## src/design/pltic_pkg.sv

```systemverilog
// ----------------------------------------------------------------------------
// pltic_pkg
// shared types and constants for the piecewise linear table interpolator
// ----------------------------------------------------------------------------
package pltic_pkg;

  localparam int DEFAULT_TABLE_DEPTH = 16;
  localparam int QUEUE_DEPTH = 2;

  typedef enum logic {
    CMD_LOAD  = 1'b0,
    CMD_QUERY = 1'b1
  } command_t;

  typedef enum logic [1:0] {
    REGION_INTERIOR = 2'd0,
    REGION_BELOW    = 2'd1,
    REGION_ABOVE    = 2'd2,
    REGION_EMPTY    = 2'd3
  } region_t;

  typedef enum logic {
    REG_ENTRY_COUNT    = 1'b0,
    REG_FALLBACK_VALUE = 1'b1
  } reg_index_t;

  typedef enum logic [1:0] {
    ST_IDLE   = 2'd0,
    ST_SEARCH = 2'd1,
    ST_DIVIDE = 2'd2,
    ST_DONE   = 2'd3
  } back_state_t;

  // query as queued between front and back
  typedef struct packed {
    logic [15:0] query;
  } job_t;

endpackage

```

## src/design/pltic_front.sv

```systemverilog
// ----------------------------------------------------------------------------
// pltic_front
// accepts items, performs table loads, queues queries for the back end
// ----------------------------------------------------------------------------
module pltic_front import pltic_pkg::*; #(
  parameter int TABLE_DEPTH = DEFAULT_TABLE_DEPTH,
  localparam int IW = (TABLE_DEPTH > 1) ? $clog2(TABLE_DEPTH) : 1
) (
  input  logic        clk,
  input  logic        rst,
  input  logic        in_valid,
  output logic        in_ready,
  input  logic        in_command,
  input  logic [3:0]  in_index,
  input  logic [15:0] in_position,
  input  logic [15:0] in_value,
  input  logic [15:0] in_query,
  input  logic        back_idle,
  output logic        load_we,
  output logic [IW-1:0] load_addr,
  output logic [15:0] load_position,
  output logic [15:0] load_value,
  output logic        job_valid,
  input  logic        job_ready,
  output job_t        job
);

  localparam int CW = $clog2(QUEUE_DEPTH + 1);
  localparam int PW = (QUEUE_DEPTH > 1) ? $clog2(QUEUE_DEPTH) : 1;

  job_t          queue [QUEUE_DEPTH];
  logic [PW-1:0] wr_ptr;
  logic [PW-1:0] rd_ptr;
  logic [CW-1:0] fill;
  logic          push;
  logic          pop;
  logic          in_range;

  // load index range check against depth
  assign in_range = ({28'd0, in_index} < 32'(TABLE_DEPTH));
  // a load waits until every earlier query has left the queue and the back end
  assign in_ready = (in_command == CMD_QUERY) ? (fill != CW'(QUEUE_DEPTH)) :
                                                ((fill == '0) && back_idle);
  assign push     = in_valid && in_ready && (in_command == CMD_QUERY);
  assign pop      = job_valid && job_ready;

  assign load_we       = in_valid && in_ready && (in_command == CMD_LOAD) && in_range;
  assign load_addr     = IW'(in_index);
  assign load_position = in_position;
  assign load_value    = in_value;

  assign job_valid = (fill != '0);
  assign job       = queue[rd_ptr];

  // query queue
  always_ff @(posedge clk) begin
    if (push) begin
      queue[wr_ptr].query <= in_query;
    end
    if (rst) begin
      wr_ptr <= '0;
      rd_ptr <= '0;
      fill   <= '0;
    end else begin
      if (push) begin
        wr_ptr <= (wr_ptr == PW'(QUEUE_DEPTH - 1)) ? '0 : wr_ptr + 1'b1;
      end
      if (pop) begin
        rd_ptr <= (rd_ptr == PW'(QUEUE_DEPTH - 1)) ? '0 : rd_ptr + 1'b1;
      end
      fill <= fill + CW'(push) - CW'(pop);
    end
  end

endmodule

```

## src/design/pltic_back.sv

```systemverilog
// ----------------------------------------------------------------------------
// pltic_back
// holds the table, searches breakpoints and divides serially
// ----------------------------------------------------------------------------
module pltic_back import pltic_pkg::*; #(
  parameter int TABLE_DEPTH = DEFAULT_TABLE_DEPTH,
  localparam int IW = (TABLE_DEPTH > 1) ? $clog2(TABLE_DEPTH) : 1
) (
  input  logic          clk,
  input  logic          rst,
  input  logic          load_we,
  input  logic [IW-1:0] load_addr,
  input  logic [15:0]   load_position,
  input  logic [15:0]   load_value,
  input  logic [4:0]    entry_count,
  input  logic [15:0]   fallback_value,
  input  logic          job_valid,
  output logic          job_ready,
  input  job_t          job,
  output logic          idle,
  output logic          out_valid,
  input  logic          out_ready,
  output logic [15:0]   out_result,
  output logic [1:0]    out_region
);

  localparam int NW = $clog2(TABLE_DEPTH + 1);

  logic [15:0] pos_mem [TABLE_DEPTH];
  logic [15:0] val_mem [TABLE_DEPTH];

  back_state_t state, state_next;
  logic [NW-1:0] n;
  logic [IW-1:0] idx;
  logic [IW-1:0] last;
  logic [15:0]   q;
  logic [15:0]   x_prev;
  logic [15:0]   y_prev;
  logic [15:0]   rd_pos;
  logic [15:0]   rd_val;
  logic [15:0]   last_pos;
  logic [15:0]   last_val;
  logic [15:0]   rem_x;
  logic [15:0]   den;
  logic          neg;
  logic [32:0]   quot;
  logic [33:0]   rem;
  logic [5:0]    bit_cnt;
  logic          first;
  logic [15:0]   res;
  logic [1:0]    reg_out;
  logic [33:0]   rem_sh;
  logic [33:0]   rem_sub;
  logic [16:0]   dy;
  logic [16:0]   dy_abs;
  logic [32:0]   prod;
  logic [32:0]   qv;

  // saturate entry count to the depth
  always_comb begin
    if ({27'd0, entry_count} > 32'(TABLE_DEPTH)) begin
      n = NW'(TABLE_DEPTH);
    end else begin
      n = NW'(entry_count);
    end
  end

  // table write port
  always_ff @(posedge clk) begin
    if (load_we) begin
      pos_mem[load_addr] <= load_position;
      val_mem[load_addr] <= load_value;
    end
  end

  assign rd_pos   = pos_mem[idx];
  assign rd_val   = val_mem[idx];
  // last breakpoint, checked at each scan step before the interior test
  assign last_pos = pos_mem[last];
  assign last_val = val_mem[last];

  // divider step and product setup
  assign rem_sh  = {rem[32:0], quot[32]};
  assign rem_sub = rem_sh - {18'd0, den};
  assign dy      = {rd_val[15], rd_val} - {y_prev[15], y_prev};
  assign dy_abs  = dy[16] ? (~dy + 17'd1) : dy;
  assign prod    = dy_abs[16:0] * {1'b0, q - x_prev};
  assign qv      = neg ? (~quot + 33'd1) : quot;

  assign job_ready = (state == ST_IDLE) && !out_valid;
  assign idle      = (state == ST_IDLE);

  always_ff @(posedge clk) begin
    if (rst) begin
      state <= ST_IDLE;
    end else begin
      state <= state_next;
    end
  end

  always_comb begin
    state_next = state;
    unique case (state)
      ST_IDLE:   if (job_valid && job_ready) state_next = ST_SEARCH;
      ST_SEARCH: begin
        if (!first && (n == '0 || q <= x_prev || q >= last_pos)) begin
          state_next = ST_DONE;
        end else if (!first && q <= rd_pos) begin
          state_next = ST_DIVIDE;
        end
      end
      ST_DIVIDE: if (bit_cnt == 6'd33) state_next = ST_DONE;
      ST_DONE:   state_next = ST_IDLE;
      default:   state_next = ST_IDLE;
    endcase
  end

  // datapath
  always_ff @(posedge clk) begin
    unique case (state)
      ST_IDLE: begin
        q     <= job.query;
        idx   <= '0;
        first <= 1'b1;
        last  <= (n == '0) ? '0 : IW'(n - 1'b1);
      end
      ST_SEARCH: begin
        if (first) begin
          first   <= 1'b0;
          x_prev  <= rd_pos;
          y_prev  <= rd_val;
          res     <= (n == '0) ? fallback_value : rd_val;
          reg_out <= (n == '0) ? REGION_EMPTY : REGION_BELOW;
          if (n != '0 && q > rd_pos && idx != last) begin
            idx <= idx + 1'b1;
          end
          if (n == NW'(1) && q > rd_pos) begin
            reg_out <= REGION_ABOVE;
          end
        end else if (n == '0 || q <= x_prev) begin
          // result already set
        end else if (q >= last_pos) begin
          res     <= last_val;
          reg_out <= REGION_ABOVE;
        end else if (q <= rd_pos) begin
          den      <= rd_pos - x_prev;
          neg      <= dy[16];
          quot     <= prod;
          rem      <= '0;
          bit_cnt  <= '0;
          reg_out  <= REGION_INTERIOR;
          rem_x    <= rd_val;
        end else begin
          x_prev <= rd_pos;
          y_prev <= rd_val;
          idx    <= idx + 1'b1;
        end
      end
      ST_DIVIDE: begin
        if (bit_cnt == 6'd33) begin
          res <= (rd_pos == x_prev) ? rem_x : y_prev + qv[15:0];
        end else begin
          bit_cnt <= bit_cnt + 1'b1;
          if (!rem_sub[33]) begin
            rem  <= rem_sub;
            quot <= {quot[31:0], 1'b1};
          end else begin
            rem  <= rem_sh;
            quot <= {quot[31:0], 1'b0};
          end
        end
      end
      default: ;
    endcase
  end

  // output register
  always_ff @(posedge clk) begin
    if (rst) begin
      out_valid <= 1'b0;
    end else if (state == ST_DONE) begin
      out_valid  <= 1'b1;
      out_result <= res;
      out_region <= reg_out;
    end else if (out_ready) begin
      out_valid <= 1'b0;
    end
  end

endmodule

```

## src/design/piecewise_linear_table_interp_core.sv

```systemverilog
// sequence: a query taken by the back end goes through the breakpoint search and,
// when interior, the serial divider, then the done state and the output register
// throughput: one query in the back end at a time, held until its result is taken;
// a load waits for the queue and back end to drain, then writes the table
// reset: sync active high clears control state and configuration registers; table undefined
// ----------------------------------------------------------------------------
// piecewise_linear_table_interp_core
// calibration table interpolator top level
// ----------------------------------------------------------------------------
module piecewise_linear_table_interp_core import pltic_pkg::*; #(
  parameter int TABLE_DEPTH = DEFAULT_TABLE_DEPTH
) (
  input  logic        clk,
  input  logic        rst,
  input  logic        s_tvalid,
  output logic        s_tready,
  input  logic [55:0] s_tdata,   // entry_index, point_position, point_value, query_position
  input  logic        s_tuser,   // command
  output logic        m_tvalid,
  input  logic        m_tready,
  output logic [15:0] m_tdata,   // result_value
  output logic [1:0]  m_tuser,   // region
  input  logic        cfg_valid,
  output logic        cfg_ready,
  input  logic [0:0]  cfg_index,
  input  logic [15:0] cfg_data
);

  localparam int IW = (TABLE_DEPTH > 1) ? $clog2(TABLE_DEPTH) : 1;

  logic [4:0]    entry_count;
  logic [15:0]   fallback_value;
  logic          load_we;
  logic [IW-1:0] load_addr;
  logic [15:0]   load_position;
  logic [15:0]   load_value;
  logic          job_valid;
  logic          job_ready;
  job_t          job;
  logic          back_idle;

  assign cfg_ready = 1'b1;

  // configuration registers
  always_ff @(posedge clk) begin
    if (rst) begin
      entry_count    <= '0;
      fallback_value <= '0;
    end else if (cfg_valid) begin
      unique case (cfg_index)
        REG_ENTRY_COUNT:    entry_count    <= cfg_data[4:0];
        REG_FALLBACK_VALUE: fallback_value <= cfg_data;
        default: ;
      endcase
    end
  end

  pltic_front #(.TABLE_DEPTH(TABLE_DEPTH)) u_front (
    .clk, .rst,
    .in_valid(s_tvalid), .in_ready(s_tready), .in_command(s_tuser),
    .in_index(s_tdata[3:0]), .in_position(s_tdata[19:4]),
    .in_value(s_tdata[35:20]), .in_query(s_tdata[51:36]),
    .back_idle,
    .load_we, .load_addr, .load_position, .load_value,
    .job_valid, .job_ready, .job
  );

  pltic_back #(.TABLE_DEPTH(TABLE_DEPTH)) u_back (
    .clk, .rst,
    .load_we, .load_addr, .load_position, .load_value,
    .entry_count, .fallback_value,
    .job_valid, .job_ready, .job,
    .idle(back_idle),
    .out_valid(m_tvalid), .out_ready(m_tready),
    .out_result(m_tdata), .out_region(m_tuser)
  );

  // a result with an entry count of zero must report the empty region
  a_empty_region: assert property (@(posedge clk) disable iff (rst)
    $rose(m_tvalid) && entry_count == 5'd0 |-> m_tuser == REGION_EMPTY)
    else $error("empty table must report fallback region");

  a_no_load_on_full: assert property (@(posedge clk) disable iff (rst)
    !s_tready |-> !load_we)
    else $error("load while front stalled");

  a_fallback_value: assert property (@(posedge clk) disable iff (rst)
    $rose(m_tvalid) && m_tuser == REGION_EMPTY |-> m_tdata == fallback_value)
    else $error("fallback value mismatch");

endmodule
```

## config.mk

```make
export PLATFORM = sky130hd
export DESIGN_NAME = piecewise_linear_table_interp_core
export DESIGN_NICKNAME = d
export VERILOG_FILES = /design/src/design/pltic_pkg.sv /design/src/design/pltic_front.sv /design/src/design/pltic_back.sv /design/src/design/piecewise_linear_table_interp_core.sv
export SDC_FILE = /design/constraint.sdc
export NUM_CORES = 2
export LEC_CHECK = 0
export BUFFER_PORTS_ARGS = -buffer_cell sky130_fd_sc_hd__buf_2
export CAP_MARGIN = 0
export CORE_ASPECT_RATIO = 2
export CORE_MARGIN = 4
export CORE_UTILIZATION = 43
export DETAILED_ROUTE_END_ITERATION = 12
export GPL_TIMING_DRIVEN = 0
export SKIP_LAST_GASP = 1
export SYNTH_ARGS = -nofsm -noshare
export SYNTH_HDL_FRONTEND = slang
export SYNTH_SLANG_ARGS = --single-unit
```

## constraint.sdc

```tcl
create_clock -name clk -period 12.8 [get_ports clk]
set_input_delay 1.92 -clock clk [delete_from_list [all_inputs] [get_ports clk]]
set_output_delay 1.92 -clock clk [all_outputs]
set_load 0.005 [all_outputs]
```

==> flow_summary.yaml <==
setup_path:
  cp_data_required_time_ns: 13.28
  rr_worst_depth: 36
  crit_path_frequent_cell: "sky130_fd_sc_hd__fa_1"
  critical_path.startpoint_type: "flop"
  cp.arrival_ns: 12.75
  worst_path_slowest_cell: "sky130_fd_sc_hd__fa_1"
  cp-end-kind: "flop"
  r2r_end: "u_back.quot[27]"
  worstPathMaxFanout: 10
  slack_of_the_worst_reg_to_reg_path_ns: 0.53
  path_class: "flop to flop"
  worst_path_largest_cell_delay_ns: 0.68
logic_synthesis:
  yosysSeqAreaShare: 0.482
  postSynthAreaPerCell_sq_um: 13.7
  netlist_area_sq_mm: 0.0477
  post_synth_num_cell_types: 81
  synthesis.instances: 3496
  yosys_warnings: 0
  synth_fp_nets: 4016
  synthArstFlopShare: 0
  dominant_synthesized_flop_cell: "sky130_fd_sc_hd__edfxtp_1"
  synth_seq_cells: 778
  synth-edff-count: 742
floorplan:
  pin_count: 100
  dieArea_sq_mm: 0.117
  die_span_y_microns: 479
  start_util: 0.434
  row_count: 172
  chipWidth_microns: 244
  core_area_sq_mm: 0.110
sta:
  report.final.hold_viol_count: 0
  clock_skew_ns: 0.0327
  setup_violations: 0
  rsz0062_at_grt: "no"
  slew_headroom: 0.0473
  layout_min_cycle_time_ns: 12.27
  layout_setup_ws_ns: 0.531
  drv_slew: 0
  period_share: 0.958
  max_freq_mhz: 81.5
  worst-slew-pin-transition_ns: 1.42
cells_and_area:
  fraction_of_layout_cells_with_a_size_suffix_above_1: 0.186
  filler_cells_inserted: 9553
  area_growth_syn_to_layout_pct: 12.2
  layout.area.seq_sq_mm: 0.0230
  nets: 4224
  multi_input_area_sq_mm: 0.0231
hold_path:
  holdCritPathClass: "flop to flop"
  hold_end: "u_back.out_result[1]"
  min_delay_path_depth: 0
  hold_path_start: "u_back.res[1]"
cts:
  numCtsBuffers: 72
  tritoncts_num_sinks: 778
  clk_transition_reported_paths_ns: 0.06
  clockRootBuffer: "sky130_fd_sc_hd__clkbuf_16"
  clk-insertion-delay-late_ns: 0.67
  max-clock-path-buffers: 3
  htree_num_levels: 3
  cts_tree: "built"
  post-cts-setup-buffer-count: 0
routing:
  via_count: 30700
  postRouteWirelength_mm: 148
  route.detailed.vias_per_inst: 5.86
  postRouteAntennaNets: 0
  post-route-drc-count: 0
  drt_first_iter_violations: 2336
  drtPass1Iterations: 5
  route.detailed.wl_per_inst_microns: 28.2
global_route:
  vias_in_the_first_global_route: 32700
  maximum_number_of_pins_on_one_net_before_global_route_repair: 26
  track_usage: 0.252
  global_route_wire_length_before_repair_mm: 213
  antenna_found_initial: 15
  gr-total-overflow: 0
placed_design:
  dp.final_hpwl_mm: 113
  place.gp.congestion: 0.992
  dp_slack_ns: -0.946
  placement.io_buffers: 94
job:
  max_cap_viol_count: 0
status:
  run_status: "completed"
cells in the mapped netlist (10+ instances only):
library cell | number | area, sq um
sky130_fd_sc_hd__nor4_1 | 14 | 87.6
sky130_fd_sc_hd__fa_1 | 213 | 4260
sky130_fd_sc_hd__xor2_1 | 49 | 429
sky130_fd_sc_hd__a21oi_1 | 121 | 606
sky130_fd_sc_hd__ha_1 | 228 | 2850
sky130_fd_sc_hd__a211oi_1 | 13 | 97.6
sky130_fd_sc_hd__o21bai_1 | 12 | 90.1
sky130_fd_sc_hd__mux4_2 | 320 | 7210
sky130_fd_sc_hd__a31oi_1 | 22 | 138
sky130_fd_sc_hd__o21ai_0 | 103 | 515
sky130_fd_sc_hd__nor3_1 | 34 | 170
sky130_fd_sc_hd__nand2b_1 | 60 | 375
sky130_fd_sc_hd__and2_1 | 34 | 213
sky130_fd_sc_hd__o211ai_1 | 11 | 82.6
sky130_fd_sc_hd__and3_1 | 10 | 62.6
sky130_fd_sc_hd__xnor2_1 | 102 | 893
sky130_fd_sc_hd__o21a_1 | 19 | 143
sky130_fd_sc_hd__buf_1 | 23 | 86.3
sky130_fd_sc_hd__nand2_1 | 302 | 1130
sky130_fd_sc_hd__or3_1 | 26 | 163
sky130_fd_sc_hd__mux2_2 | 26 | 293
sky130_fd_sc_hd__a21o_1 | 40 | 300
sky130_fd_sc_hd__dfxtp_1 | 36 | 721
sky130_fd_sc_hd__buf_2 | 19 | 95.1
sky130_fd_sc_hd__nor2b_1 | 37 | 231
sky130_fd_sc_hd__a21boi_0 | 20 | 150
sky130_fd_sc_hd__mux2i_1 | 18 | 180
sky130_fd_sc_hd__inv_1 | 358 | 1340
sky130_fd_sc_hd__edfxtp_1 | 742 | 22300
sky130_fd_sc_hd__nand4_1 | 20 | 125
sky130_fd_sc_hd__nor2_1 | 220 | 826
sky130_fd_sc_hd__nand3_1 | 33 | 165
sky130_fd_sc_hd__clkbuf_1 | 96 | 360
routing by layer:
metal / wire length [microns] / track usage / part of all wire / vias up
met5: 59 / 0 / 0.00040 / -
met4: 12500 / 0.172 / 0.085 / 8
met3: 7360 / 0.0346 / 0.050 / 418
met2: 81700 / 0.484 / 0.55 / 1097
met1: 46300 / 0.247 / 0.31 / 15900
li1: - / - / - / 13300
worst max path at each step:
stage                                  to  slack, ns
after detailed placement  u_back.quot[32]      -0.95
final                     u_back.quot[27]       0.53
after global placement    u_back.quot[32]      -0.93
after global routing      u_back.quot[32]       0.01
after floorplan           u_back.quot[32]       2.14
after CTS                 u_back.quot[32]       0.03
cell usage in the layout, fill, tap and decap left out, types with 12 or more instances in the layout:
cell type                   instances
sky130_fd_sc_hd__inv_1            358
sky130_fd_sc_hd__a21oi_1          118
sky130_fd_sc_hd__bufinv_16         12
sky130_fd_sc_hd__or3_1             26
sky130_fd_sc_hd__o21a_1            19
sky130_fd_sc_hd__and2_1            34
sky130_fd_sc_hd__nor2_4            14
sky130_fd_sc_hd__a21o_1            40
sky130_fd_sc_hd__xor2_1            42
sky130_fd_sc_hd__o21bai_1          12
sky130_fd_sc_hd__mux2_2            26
sky130_fd_sc_hd__nor3_1            30
sky130_fd_sc_hd__fa_1             213
sky130_fd_sc_hd__nand2_1          302
sky130_fd_sc_hd__a211oi_1          13
sky130_fd_sc_hd__nor2_1           204
sky130_fd_sc_hd__nor4_1            13
sky130_fd_sc_hd__a21boi_0          20
sky130_fd_sc_hd__buf_2            111
sky130_fd_sc_hd__nor2b_1           36
sky130_fd_sc_hd__nand4_1           20
sky130_fd_sc_hd__clkbuf_1         103
sky130_fd_sc_hd__clkbuf_16         72
sky130_fd_sc_hd__a31oi_1           22
sky130_fd_sc_hd__buf_1             19
sky130_fd_sc_hd__edfxtp_1         742
sky130_fd_sc_hd__buf_6             16
sky130_fd_sc_hd__nand3_1           33
sky130_fd_sc_hd__o21ai_0          103
sky130_fd_sc_hd__xnor2_1           93
sky130_fd_sc_hd__dfxtp_1           36
sky130_fd_sc_hd__nand2b_1          60
sky130_fd_sc_hd__buf_12            14
sky130_fd_sc_hd__mux2i_1           18
sky130_fd_sc_hd__ha_1             228
sky130_fd_sc_hd__mux4_2           320
per-stage QoR:
step                      cell area (sq um)  instances  TNS [ns]   util  hold slack [ns]
after floorplan                       47700       3496         0      -            0.400
after global placement                50000       5069     -4.90  0.455            0.403
after detailed placement              50900       5109     -5.17  0.463            0.405
after CTS                             53400       5237         0  0.486            0.419
after global routing                  53500       5238         0  0.487            0.427
final                                 53500       5246         0  0.487            0.418
registers in the layout (all words and copies together) (netlist names), 4 cells and up, named ones only:
name and cells:
entry_count 5, fallback_value 16, u_back.bit_cnt 6, u_back.den 16
u_back.idx 4, u_back.last 4, u_back.out_result 16, u_back.pos_mem 256
u_back.q 16, u_back.quot 33, u_back.rem 33, u_back.rem_x 16
u_back.res 16, u_back.val_mem 256, u_back.x_prev 16, u_back.y_prev 16
u_front.queue 32
cells by family (layout without fill, tap and decap cells):
| family | count (synthesis) | count (layout) | share of synthesized area |
|---|---|---|---|
| flip-flops | 778 | 778 | 0.482 |
| AO/OA/AOI/OAI | 427 | 427 | 0.0574 |
| AND/OR/NAND/NOR | 829 | 829 | 0.0810 |
| buffers and inverters | 500 | 762 | 0.0401 |
| adder cells (fa/ha/maj) | 441 | 441 | 0.149 |
| other | 1 | 10 | 0.0000786 |
| multiplexers | 364 | 364 | 0.161 |
| XOR/XNOR | 156 | 156 | 0.0294 |
layout make-up:
class,count,share of cell area
inverters,360,0.0252
flip-flops and latches,778,0.430
clock buffers,89,0.0350
clock inverters,39,0.0106
repair buffers,134,0.0215
well taps,1479,0.0346
plain buffers,140,0.0112
multi-input cells,2218,0.432
diodes,9,0.000421
worst max-delay path, delay by kind of cell (launching register included):
kind | cells | cell delay, ns
XOR/XNOR | 1 | 0.29
flip-flops | 1 | 0.36
multiplexers | 2 | 1.17
AO/OA/AOI/OAI | 9 | 2.88
AND/OR/NAND/NOR | 8 | 1.33
adder cells (fa/ha/maj) | 8 | 4.19
buffers and inverters | 8 | 1.83
repair_timing:
action / CTS / global route
endpoints found under the setup margin: 12 / 6
hold buffers: 0 / 0
resized for setup: 24 / 27
Power is left out: the tool's default activity adds up to more than one toggle a clock period on the data nets, which glitch-free logic cannot reach.
